File: src/assert_macros.svh
// Assertion helpers shared by the RTL. They compile away under SYNTHESIS.
`ifndef ASSERT_MACROS_SVH
`define ASSERT_MACROS_SVH

`ifndef SYNTHESIS

// Property checked at every rising clock edge outside reset
`define ASSERT_ALWAYS(label, clk, rst_n, prop) \
    label: assert property (@(posedge clk) disable iff (!rst_n) (prop)) \
        else $error("%m: check failed");

// Condition in one cycle implies a property in the next
`define ASSERT_NEXT(label, clk, rst_n, pre, post) \
    label: assert property (@(posedge clk) disable iff (!rst_n) (pre) |=> (post)) \
        else $error("%m: check failed");

`else

`define ASSERT_ALWAYS(label, clk, rst_n, prop)
`define ASSERT_NEXT(label, clk, rst_n, pre, post)

`endif

`endif

File: src/edd_pkg.sv
package edd_pkg;

    // Default datapath geometry
    localparam int DEF_SAMPLE_BITS = 12;
    localparam int DEF_FRAC_BITS   = 16;

    // Fixed field widths
    localparam int ALPHA_BITS  = 16;
    localparam int THRESH_BITS = 12;
    localparam int DIPS_BITS   = 16;
    localparam int COUNT_BITS  = 48;
    localparam int SUM_BITS    = 60;

    // Configuration port
    localparam int CFG_ADDR_BITS = 2;
    localparam int CFG_DATA_BITS = 16;

    localparam logic [CFG_ADDR_BITS-1:0] REG_ALPHA      = 2'd0;
    localparam logic [CFG_ADDR_BITS-1:0] REG_THRESHOLD  = 2'd1;
    localparam logic [CFG_ADDR_BITS-1:0] REG_HYSTERESIS = 2'd2;

    localparam logic [ALPHA_BITS-1:0]  ALPHA_RESET      = 16'd6554;
    localparam logic [THRESH_BITS-1:0] THRESHOLD_RESET  = 12'd124;
    localparam logic [THRESH_BITS-1:0] HYSTERESIS_RESET = 12'd37;

    // Per-window dip tracking state
    typedef struct packed {
        logic                 fresh;   // next sample opens a new window
        logic                 in_dip;
        logic [DIPS_BITS-1:0] dips;
    } edd_window_t;

endpackage

File: src/edd_update.sv
module edd_update #(
    parameter int SAMPLE_BITS = edd_pkg::DEF_SAMPLE_BITS,
    parameter int FRAC_BITS   = edd_pkg::DEF_FRAC_BITS
) (
    input  logic [SAMPLE_BITS-1:0]           sample,
    input  logic                             last_of_window,
    input  logic [edd_pkg::ALPHA_BITS-1:0]   alpha,
    input  logic [edd_pkg::THRESH_BITS-1:0]  threshold,
    input  logic [edd_pkg::THRESH_BITS-1:0]  hysteresis,
    input  logic [SAMPLE_BITS+FRAC_BITS-1:0] level,
    input  edd_pkg::edd_window_t             win,
    output logic [SAMPLE_BITS+FRAC_BITS-1:0] level_next,
    output edd_pkg::edd_window_t             win_next
);
    import edd_pkg::*;

    localparam int LEVEL_BITS = SAMPLE_BITS + FRAC_BITS;
    localparam int ACC_W      = LEVEL_BITS + ALPHA_BITS + 2;
    localparam int SUM_W      = ((SAMPLE_BITS > THRESH_BITS) ? SAMPLE_BITS : THRESH_BITS) + 1;
    localparam int CMP_W      = SUM_W + FRAC_BITS + 1;

    logic [LEVEL_BITS-1:0]               scaled;
    logic signed [LEVEL_BITS:0]          diff;
    logic signed [ALPHA_BITS:0]          alpha_s;
    logic signed [LEVEL_BITS+ALPHA_BITS:0] prod;
    logic signed [ACC_W-1:0]             acc;
    logic [LEVEL_BITS-1:0]               smoothed;
    logic [LEVEL_BITS-1:0]               level_cur;
    logic                                in_dip_cur;
    logic [DIPS_BITS-1:0]                dips_cur;
    logic [SUM_W-1:0]                    low_sum;
    logic [CMP_W-1:0]                    low_side;
    logic [CMP_W-1:0]                    level_cmp;
    logic [CMP_W-1:0]                    rearm_cmp;
    logic                                trigger;
    logic                                rearm;

    // Exponential average: level + alpha * (sample - level), round half up
    assign scaled  = {sample, {FRAC_BITS{1'b0}}};
    assign diff    = $signed({1'b0, scaled}) - $signed({1'b0, level});
    assign alpha_s = $signed({1'b0, alpha});
    assign prod    = diff * alpha_s;
    assign acc     = $signed({2'b00, level, {ALPHA_BITS{1'b0}}})
                   + ACC_W'(prod)
                   + $signed({{(LEVEL_BITS+2){1'b0}}, 1'b1, {(ALPHA_BITS-1){1'b0}}});
    assign smoothed = acc[LEVEL_BITS+ALPHA_BITS-1:ALPHA_BITS];

    // A fresh window starts from the sample itself with cleared dip state
    always_comb
    begin
        if (win.fresh)
        begin
            level_cur  = scaled;
            in_dip_cur = 1'b0;
            dips_cur   = '0;
        end
        else
        begin
            level_cur  = smoothed;
            in_dip_cur = win.in_dip;
            dips_cur   = win.dips;
        end
    end

    // Threshold compares in full fixed point
    assign low_sum   = SUM_W'(sample) + SUM_W'(threshold);
    assign low_side  = CMP_W'({low_sum, {FRAC_BITS{1'b0}}});
    assign level_cmp = CMP_W'(level_cur);
    assign rearm_cmp = level_cmp + CMP_W'({hysteresis, {FRAC_BITS{1'b0}}});
    assign trigger   = !in_dip_cur && (low_side <= level_cmp);
    assign rearm     = in_dip_cur && (low_side >= rearm_cmp);

    // Dip flag and saturating dip count
    always_comb
    begin
        level_next      = level_cur;
        win_next.fresh  = last_of_window;
        win_next.in_dip = in_dip_cur;
        win_next.dips   = dips_cur;
        if (trigger)
        begin
            win_next.in_dip = 1'b1;
            if (dips_cur != {DIPS_BITS{1'b1}})
            begin
                win_next.dips = dips_cur + DIPS_BITS'(1);
            end
        end
        else if (rearm)
        begin
            win_next.in_dip = 1'b0;
        end
    end

endmodule

File: src/ema_dip_detector.sv
`include "assert_macros.svh"

// Light-dip detector. Takes one sensor request per cycle unless in_stall holds
// it, and returns one result request per sample: an exponential average of the
// samples, a dip flag with hysteresis, the dip count of the current window, and
// saturating totals of samples and their sum since reset. A sample flagged
// last_of_window closes the window; the next sample reloads the average.
// Throughput is one sample per clock while the result side does not stall, set
// by the single multiply-add on the average feedback path. An accepted sample is
// registered, then the average, the dip logic and the totals are updated together
// into the result registers. A result waiting under stall still lets one more
// sample in. Configuration writes take effect at once and are meant to happen
// only while no request is in flight.
module ema_dip_detector #(
    parameter int SAMPLE_BITS = edd_pkg::DEF_SAMPLE_BITS,
    parameter int FRAC_BITS   = edd_pkg::DEF_FRAC_BITS
) (
    input  logic                               clk,
    input  logic                               rst_n,
    // configuration
    input  logic                               cfg_we,
    input  logic [edd_pkg::CFG_ADDR_BITS-1:0]  cfg_addr,
    input  logic [edd_pkg::CFG_DATA_BITS-1:0]  cfg_wdata,
    // sample channel
    input  logic                               in_valid,
    output logic                               in_stall,
    input  logic [SAMPLE_BITS-1:0]             sample,
    input  logic                               last_of_window,
    // result channel
    output logic                               out_valid,
    input  logic                               out_stall,
    output logic [edd_pkg::DIPS_BITS-1:0]      dip_count,
    output logic                               dip_active,
    output logic [SAMPLE_BITS+FRAC_BITS-1:0]   smoothed_level,
    output logic [edd_pkg::COUNT_BITS-1:0]     samples_taken,
    output logic [edd_pkg::SUM_BITS-1:0]       sample_sum,
    output logic                               window_done
);
    import edd_pkg::*;

    localparam int LEVEL_BITS = SAMPLE_BITS + FRAC_BITS;

    // Configuration registers
    logic [ALPHA_BITS-1:0]  alpha_reg;
    logic [THRESH_BITS-1:0] threshold_reg;
    logic [THRESH_BITS-1:0] hysteresis_reg;

    // Input stage
    logic                   s1_valid_reg;
    logic [SAMPLE_BITS-1:0] s1_sample_reg;
    logic                   s1_last_reg;

    // Result stage; the running state doubles as the result payload
    logic                   out_valid_reg;
    logic [LEVEL_BITS-1:0]  level_reg;
    edd_window_t            win_reg;
    logic [COUNT_BITS-1:0]  count_reg;
    logic [SUM_BITS-1:0]    sum_reg;

    logic [LEVEL_BITS-1:0]  level_next;
    edd_window_t            win_next;
    logic [COUNT_BITS-1:0]  count_next;
    logic [SUM_BITS-1:0]    sum_next;
    logic [SUM_BITS:0]      sum_wide;

    logic in_take;
    logic out_take;
    logic res_free;
    logic res_load;

    // Handshake
    assign res_free = !out_valid_reg || !out_stall;
    assign res_load = s1_valid_reg && res_free;
    assign in_stall = s1_valid_reg && !res_free;
    assign in_take  = in_valid && !in_stall;
    assign out_take = out_valid_reg && !out_stall;

    // Configuration writes; unknown index ignored
    always_ff @(posedge clk or negedge rst_n)
    begin
        if (!rst_n)
        begin
            alpha_reg      <= ALPHA_RESET;
            threshold_reg  <= THRESHOLD_RESET;
            hysteresis_reg <= HYSTERESIS_RESET;
        end
        else if (cfg_we)
        begin
            unique case (cfg_addr)
                REG_ALPHA:      alpha_reg      <= cfg_wdata[ALPHA_BITS-1:0];
                REG_THRESHOLD:  threshold_reg  <= cfg_wdata[THRESH_BITS-1:0];
                REG_HYSTERESIS: hysteresis_reg <= cfg_wdata[THRESH_BITS-1:0];
                default:        ;
            endcase
        end
    end

    // Input register
    always_ff @(posedge clk or negedge rst_n)
    begin
        if (!rst_n)
        begin
            s1_valid_reg <= 1'b0;
        end
        else if (in_take)
        begin
            s1_valid_reg <= 1'b1;
        end
        else if (res_load)
        begin
            s1_valid_reg <= 1'b0;
        end
    end

    always_ff @(posedge clk)
    begin
        if (in_take)
        begin
            s1_sample_reg <= sample;
            s1_last_reg   <= last_of_window;
        end
    end

    // Average and dip update
    edd_update #(
        .SAMPLE_BITS (SAMPLE_BITS),
        .FRAC_BITS   (FRAC_BITS)
    ) u_update (
        .sample         (s1_sample_reg),
        .last_of_window (s1_last_reg),
        .alpha          (alpha_reg),
        .threshold      (threshold_reg),
        .hysteresis     (hysteresis_reg),
        .level          (level_reg),
        .win            (win_reg),
        .level_next     (level_next),
        .win_next       (win_next)
    );

    // Saturating totals
    assign count_next = (count_reg != {COUNT_BITS{1'b1}}) ? count_reg + COUNT_BITS'(1)
                                                          : count_reg;
    assign sum_wide   = {1'b0, sum_reg} + (SUM_BITS+1)'(s1_sample_reg);
    assign sum_next   = sum_wide[SUM_BITS] ? {SUM_BITS{1'b1}} : sum_wide[SUM_BITS-1:0];

    // Result registers and running state
    always_ff @(posedge clk or negedge rst_n)
    begin
        if (!rst_n)
        begin
            out_valid_reg  <= 1'b0;
            level_reg      <= '0;
            win_reg.fresh  <= 1'b1;
            win_reg.in_dip <= 1'b0;
            win_reg.dips   <= '0;
            count_reg      <= '0;
            sum_reg        <= '0;
        end
        else
        begin
            if (res_load)
            begin
                out_valid_reg <= 1'b1;
                level_reg     <= level_next;
                win_reg       <= win_next;
                count_reg     <= count_next;
                sum_reg       <= sum_next;
            end
            else if (out_take)
            begin
                out_valid_reg <= 1'b0;
            end
        end
    end

    // The fresh flag of the last result is its own last_of_window bit
    assign out_valid      = out_valid_reg;
    assign dip_count      = win_reg.dips;
    assign dip_active     = win_reg.in_dip;
    assign smoothed_level = level_reg;
    assign samples_taken  = count_reg;
    assign sample_sum     = sum_reg;
    assign window_done    = win_reg.fresh;

    // Checks
    `ASSERT_ALWAYS(a_empty_stage_takes, clk, rst_n, !s1_valid_reg |-> !in_stall)
    `ASSERT_NEXT(a_no_count_in_dip, clk, rst_n,
        res_load && !win_reg.fresh && win_reg.in_dip, win_reg.dips == $past(win_reg.dips))
    `ASSERT_NEXT(a_totals_grow, clk, rst_n, res_load,
        (count_reg >= $past(count_reg)) && (sum_reg >= $past(sum_reg)))
    `ASSERT_NEXT(a_level_bounded, clk, rst_n, res_load,
        (level_reg <= $past(level_reg)) ||
        (level_reg <= {$past(s1_sample_reg), {FRAC_BITS{1'b0}}}))

endmodule

File: config.mk
export PLATFORM = sky130hd
export DESIGN_NAME = ema_dip_detector
export DESIGN_NICKNAME = d
export VERILOG_FILES = /design/src/edd_pkg.sv /design/src/edd_update.sv /design/src/ema_dip_detector.sv
export VERILOG_INCLUDE_DIRS = /design/src /design/src/src
export SDC_FILE = /design/constraint.sdc
export NUM_CORES = 2
export LEC_CHECK = 0
export ABC_AREA = 1
export BUFFER_PORTS_ARGS = -buffer_cell sky130_fd_sc_hd__buf_4
export CAP_MARGIN = 10
export CORE_MARGIN = 4
export CORE_UTILIZATION = 50
export CTS_CLUSTER_DIAMETER = 40
export CTS_CLUSTER_SIZE = 24
export DETAILED_ROUTE_END_ITERATION = 7
export PLACE_DENSITY = 0.68
export SLEW_MARGIN = 30
export SYNTH_ARGS = -nofsm -noshare
export SYNTH_HDL_FRONTEND = slang
export SYNTH_SLANG_ARGS = --single-unit
File: constraint.sdc
create_clock -name clk -period 13.6 [get_ports clk]
set_input_delay 0.68 -clock clk [delete_from_list [all_inputs] [get_ports clk]]
set_output_delay 0.68 -clock clk [all_outputs]
set_load 0.005 [all_outputs]
======== Yosys cells after proc, flatten, opt, wreduce, memory -nomap -nowiden ========
Cells that the tools add are included.
word-level totals
  bits in registers ....................... 209
  input bits .............................. 36
  output and inout bits ................... 156
  logic and storage cells ................. 59
cells by class
  add/subtract/negate cells ............... 8
  $mul .................................... 1
  magnitude comparators ................... 2
  equality and inequality tests ........... 4
  muxes and demuxes ....................... 12
  reductions and logical operators ........ 19
operators by type and width
  operator                                         number
  adder 60 x 12 -> 61 bit                          1
  2-to-1 mux 60 bit                                1
  adder 48 x 1 -> 48 bit (second input constant)   1
  2-to-1 mux 16 bit                                3
  inequality test 48 bit (second input constant)   1
  adder 44 x 17 -> 44 bit (second input constant)  1
  adder 44 bit                                     1
  multiplier 29 x 17 -> 44 bit                     1
  >= comparator 29 x 30 -> 1 bit                   1
  adder 28 x 28 -> 29 bit                          1
  less-or-equal comparator 29 x 28 -> 1 bit        1
  subtractor 28 x 28 -> 29 bit                     1
  2-to-1 mux 28 bit                                1
  adder 16 x 1 -> 16 bit (second input constant)   1
  inequality test 16 bit (second input constant)   1
  adder 12 x 12 -> 13 bit                          1
  AND reduction 2 bit                              4
  2-to-1 mux 1 bit                                 7
  logical AND 1 bit                                6
  logical NOT 1 bit                                5
  nonzero test 2 bit                               2
  == test 2 x 1 -> 1 bit (second input constant)   1
  == test 2 bit (second input constant)            1
  logical NOT 2 bit                                1
  logical OR 1 bit                                 1

======== Depth between registers and ports, before layout ========
  word-level depth ........................ 10
  gate-level depth with buffers ........... 63

======== By module ========
From an unflattened synthesis, not the netlist that was laid out.
unflattened totals
  cell total of the unflattened synthesis .. 4,439
  area total of the unflattened synthesis .. 32,767.7 um2
modules (own cells, without submodules)
  module            times used  cells an instance  area each (um2)  seq. area each (um2)
  edd_update        1           2,898              21,174.1         0.0
  ema_dip_detector  1           1,541              11,593.6         5,315.1

======== Worst setup path after synthesis ========
Ideal clock, no wire load.
  path kind ............................... reg2reg
  start ................................... register level_reg[0] (netlist: smoothed_level[0])
  end ..................................... register win_reg, in the netlist dip_active
  arrival ................................. 9,577 ps
  required time ........................... 13,466 ps
  setup slack ............................. 3,888 ps
  stages on the path, launching flop included .. 62
  buffers on the path ..................... 1
  cells stage by stage .................... dfrtp_1 > buf_6 > inv_1 > ha_1 > nand2_1 > nor2_1 > inv_2 > or2_2 > nor2_1 > inv_1 > nor2_1 > nand4_1 > o21ai_2 > xor2_2 > inv_2 > nor2_1 > fa_1 > inv_1 > [... 26 more ...] > nor2_1 > o21bai_1 > nand2_1 > nand2_1 > a21oi_1 > nor2_1 > nor2_1 > inv_1 > a21oi_1 > or2_2 > nand2_1 > a21oi_1 > ha_1 > nand4_1 > nor4b_1 > nand3_1 > nand3_1 > a31oi_1
on the way
  cells in the longest elaborated chain, start to end .. 10
RTL lines
  item                            line                     text
  start: declaration              ema_dip_detector.sv:55   logic [LEVEL_BITS-1:0] level_reg;
  start signal: assignment        ema_dip_detector.sv:164  level_reg <= level_next;
  subtractor 28 x 28 -> 29 bit    edd_update.sv:40         assign diff = $signed({1'b0, scaled}) - $signed({1'b0, level});
  multiplier 29 x 17 -> 44 bit    edd_update.sv:42         assign prod = diff * alpha_s;
  adder 44 bit *                  edd_update.sv:44         + ACC_W'(prod)
  adder 44 x 17 -> 44 bit *       edd_update.sv:45         + $signed({{(LEVEL_BITS+2){1'b0}}, 1'b1, {(ALPHA_BITS-1){1'b0}}});
  2-to-1 mux 28 bit *             edd_update.sv:51         if (win.fresh)
  named net level_next[16]        ema_dip_detector.sv:60   logic [LEVEL_BITS-1:0] level_next;
  adder 28 x 28 -> 29 bit         edd_update.sv:69         assign rearm_cmp = level_cmp + CMP_W'({hysteresis, {FRAC_BITS{1'b0}}});
  >= comparator 29 x 30 -> 1 bit  edd_update.sv:71         assign rearm = in_dip_cur && (low_side >= rearm_cmp);
  logical AND 1 bit               edd_update.sv:71
  2-to-1 mux 1 bit                edd_update.sv:88         else if (rearm)
  2-to-1 mux 1 bit *              edd_update.sv:80         if (trigger)
  end signal: assignment          ema_dip_detector.sv:165  win_reg <= win_next;
  end: declaration                ema_dip_detector.sv:56   edd_window_t win_reg;
Mark *: on every way through the listed nets, which the timed path passes. The rest lies on a longest branch.
A chain may end at the register's enable or synchronous reset.

======== Worst setup path in the final report ========
  start ................................... register level_reg[1] (netlist: smoothed_level[1])
  end ..................................... register win_reg, in the netlist dip_active
The elaborated chain is that of the path after synthesis.

==> summary.txt <==
Placement
  – Cell area after placement: approximately 34,000 um2
  – Port bufs: about 190
  – GPL Wtd Cong: roughly 0.97
  – Pre-CTS setup slack: 2.39 ns
  – Detailed Place HPWL: approximately 77,000 um

Yosys
  – Sequential area share after synthesis: 0.170
  – Cell Area, Synth: roughly 31,000 um2
  – Syn Inst Count: 4,120
  – #FFs+latches synth: roughly 210
  – EDFF count, synth: 13
  – Synth warn: 0
  – Synthesized net count: around 4,800
  – Asr flop ratio synth: 0.938
  – Post-synth cell types: 61
  – Yosys top cell area share: 0.302
  – Ranking of synthesized cells by area: fa_1 (30%), dfrtp_1 (14%), inv_1 (12%)
  – Main flop type after synthesis: dfrtp_1
  – Mean Syn Cell Area: 7.61 um2
  – Synth area leader: fa_1

Floorplanning
  – Die Wd: between 200 and 300 um
  – Core area: around 62,000 um2
  – Starting density of the core: 0.506
  – Number of cell rows: between 90 and 100
  – Die Ht: roughly 260 um
  – Io pins: roughly 190
  – Die area: 66,800 um2

STA
  – RSZ-0062 raised after global routing: no
  – Clock skew: 0.0379 ns
  – Final setup viols: 0
  – Setup ws final: 2.39 ns
  – Highest clock rate: just under 90 MHz
  – Slew margin rel.: 0.384
  – Final period utilization: 0.825
  – Final max-slew violation count: 0
  – Setup_tns: 0 ns
  – Final Hold Vio Count: 0
  – Slew at the pin closest to its max-slew limit: about 0.92 ns
  – Final Critical Period: around 11 ns

Routing
  – Initial detailed-routing violation count: roughly 1,700
  – Vias per cell: between 5 and 6
  – Residual DRC count: 0
  – Total Wirelength: ~94,000 um
  – Drt pass-1 iters: 5
  – Via count: roughly 27,000
  – Routed Antenna Nets: 0
  – DR WL/cell: approximately 18 um

CTS
  – Post-CTS Setup Bufs: 0
  – Clk sinks: roughly 210
  – Worst-skew pair later-pin latency: 0.59 ns
  – H-tree depth: 2
  – CTS Buffer Depth: 3
  – Root buffer selected by CTS: clkbuf_16
  – TritonCTS buffer count: 43
  – Hold Buf Count CTS: 0
  – CTS tree: done
  – Clock-pin slew on the worst setup and hold paths: about 0.050 ns
  – Post-CTS sizing: 0

Cells and area
  – Layout net count: ~5,000
  – Commonest non-fill, non-tap cell in the layout: inv_1
  – Area grow syn2layout: 12.1%
  – Highest-count cells in the layout ignoring fill and taps: inv_1 (963), nand2_1 (951), fa_1 (473), nor2_1 (422), buf_4 (209)
  – Fraction of layout cells with a size suffix above 1: 0.0904
  – Max reg flops: 60
  – Final non-filler cell area: between 30,000 and 40,000 um2

Setup path
  – Crit. End Element: register
  – Setup Crit Path Kind: register to register
  – Crit-path max FO: 10
  – Max stage delay cell, worst path: fa_1
  – Required time of the critical path: ~14 ns
  – CP peak stage delay: about 0.59 ns
  – CP startpoint kind: register
  – CP arrival: between 10 and 15 ns

Global routing
  – First-pass GRT wire length: around 150,000 um
  – Initial antenna violation count: 5
  – Largest net degree at the start of global routing: 86
  – Global Route Usage Sum: 0.289
  – Overflow after GRT: 0
  – Vias in the first global route: roughly 28,000

Run status
  – Status: completed

Min path
  – Hold Crit Class: input port to async pin

Job
  – MaxCap Viol Count: 0
==> cell usage after synthesis (all sizes together), types with 7 or more instances <==
master / n
dfstp: 16
nor2: 439
o211ai: 11
or2: 26
nor4: 28
a21oi: 107
nand3: 149
nor3: 58
nand2: 960
edfxtp: 13
xor2: 84
o21ai: 154
buf: 14
inv: 977
clkinv: 17
clkbuf: 74
o21bai: 11
nand3b: 7
fa: 473
dfrtp: 180
ha: 193
xnor2: 39
nand4: 51
==> path summary, 6_finish.rpt <==
kind	from	endpoint	slack, ns	cells after the start
max in group asynchronous	rst_n	sample_sum[16]$_DFFE_PN0P_	12.29	2
max reg2reg	smoothed_level[1]$_DFFE_PN0P_	dip_active$_DFFE_PN0P_	2.39	58
min reg2reg	alpha_reg[5]$_DFFE_PN0P_	alpha_reg[5]$_DFFE_PN0P_	0.49	2
min in group clk	sample[3]	s1_sample_reg[3]$_DFFE_PP_	0.28	1
min	rst_n	sample_sum[51]$_DFFE_PN0P_	0.17	1
max	smoothed_level[1]$_DFFE_PN0P_	dip_active$_DFFE_PN0P_	2.39	58
==> metal layers <==
metal	part of all wire	vias to the layer above	track usage
li1	-	12680	-
met1	0.41	12919	0.385
met2	0.45	1017	0.459
met3	0.097	213	0.0807
met4	0.040	8	0.0984
met5	0.00065	-	0
==> cell type report <==
class	count	area, um2
Antenna cell	2	5.00
Clock buffer	45	1090
Clock inverter	35	413
Fill cell	5922	26800
Inverter	994	3730
Multi-Input combinational cell	2829	21900
Sequential cell	209	5320
Tap cell	837	1050
Timing Repair Buffer	211	1590
==> logic make-up (layout without fill, tap and decap cells) <==
| family | count (synthesis) | in the layout | synth area share |
|---|---|---|---|
| AND/OR/NAND/NOR | 1731 | 1731 | 0.230 |
| buffers and inverters | 1082 | 1285 | 0.131 |
| adder cells (fa/ha/maj) | 666 | 666 | 0.379 |
| AO/OA/AOI/OAI | 308 | 308 | 0.0547 |
| flip-flops | 209 | 209 | 0.170 |
| XOR/XNOR | 124 | 124 | 0.0360 |
| other | 0 | 2 | 0 |
==> critical path: cells and delay by family, from the launching register on <==
kind / cells / cell delay, ns
fa+ha+maj: 11 / 4.38
simple gates: 27 / 3.23
buf+inv: 11 / 1.25
compound gates: 8 / 1.24
xor+xnor: 1 / 0.55
flops: 1 / 0.40
==> stage by stage <==
| stage | std cells | util | hold WS, ns |
|---|---|---|---|
| final | 5162 | 0.567 | 0.166 |
| after global routing | 5160 | 0.567 | 0.216 |
| after CTS | 5160 | 0.567 | 0.180 |
| after detailed placement | 5080 | 0.543 | 0.468 |
| after global placement | 5080 | 0.543 | 0.464 |
| after floorplan | 4120 | - | 0.384 |
Power is left out: the tool's default activity adds up to more than one toggle a clock period on the data nets, which glitch-free logic cannot reach.
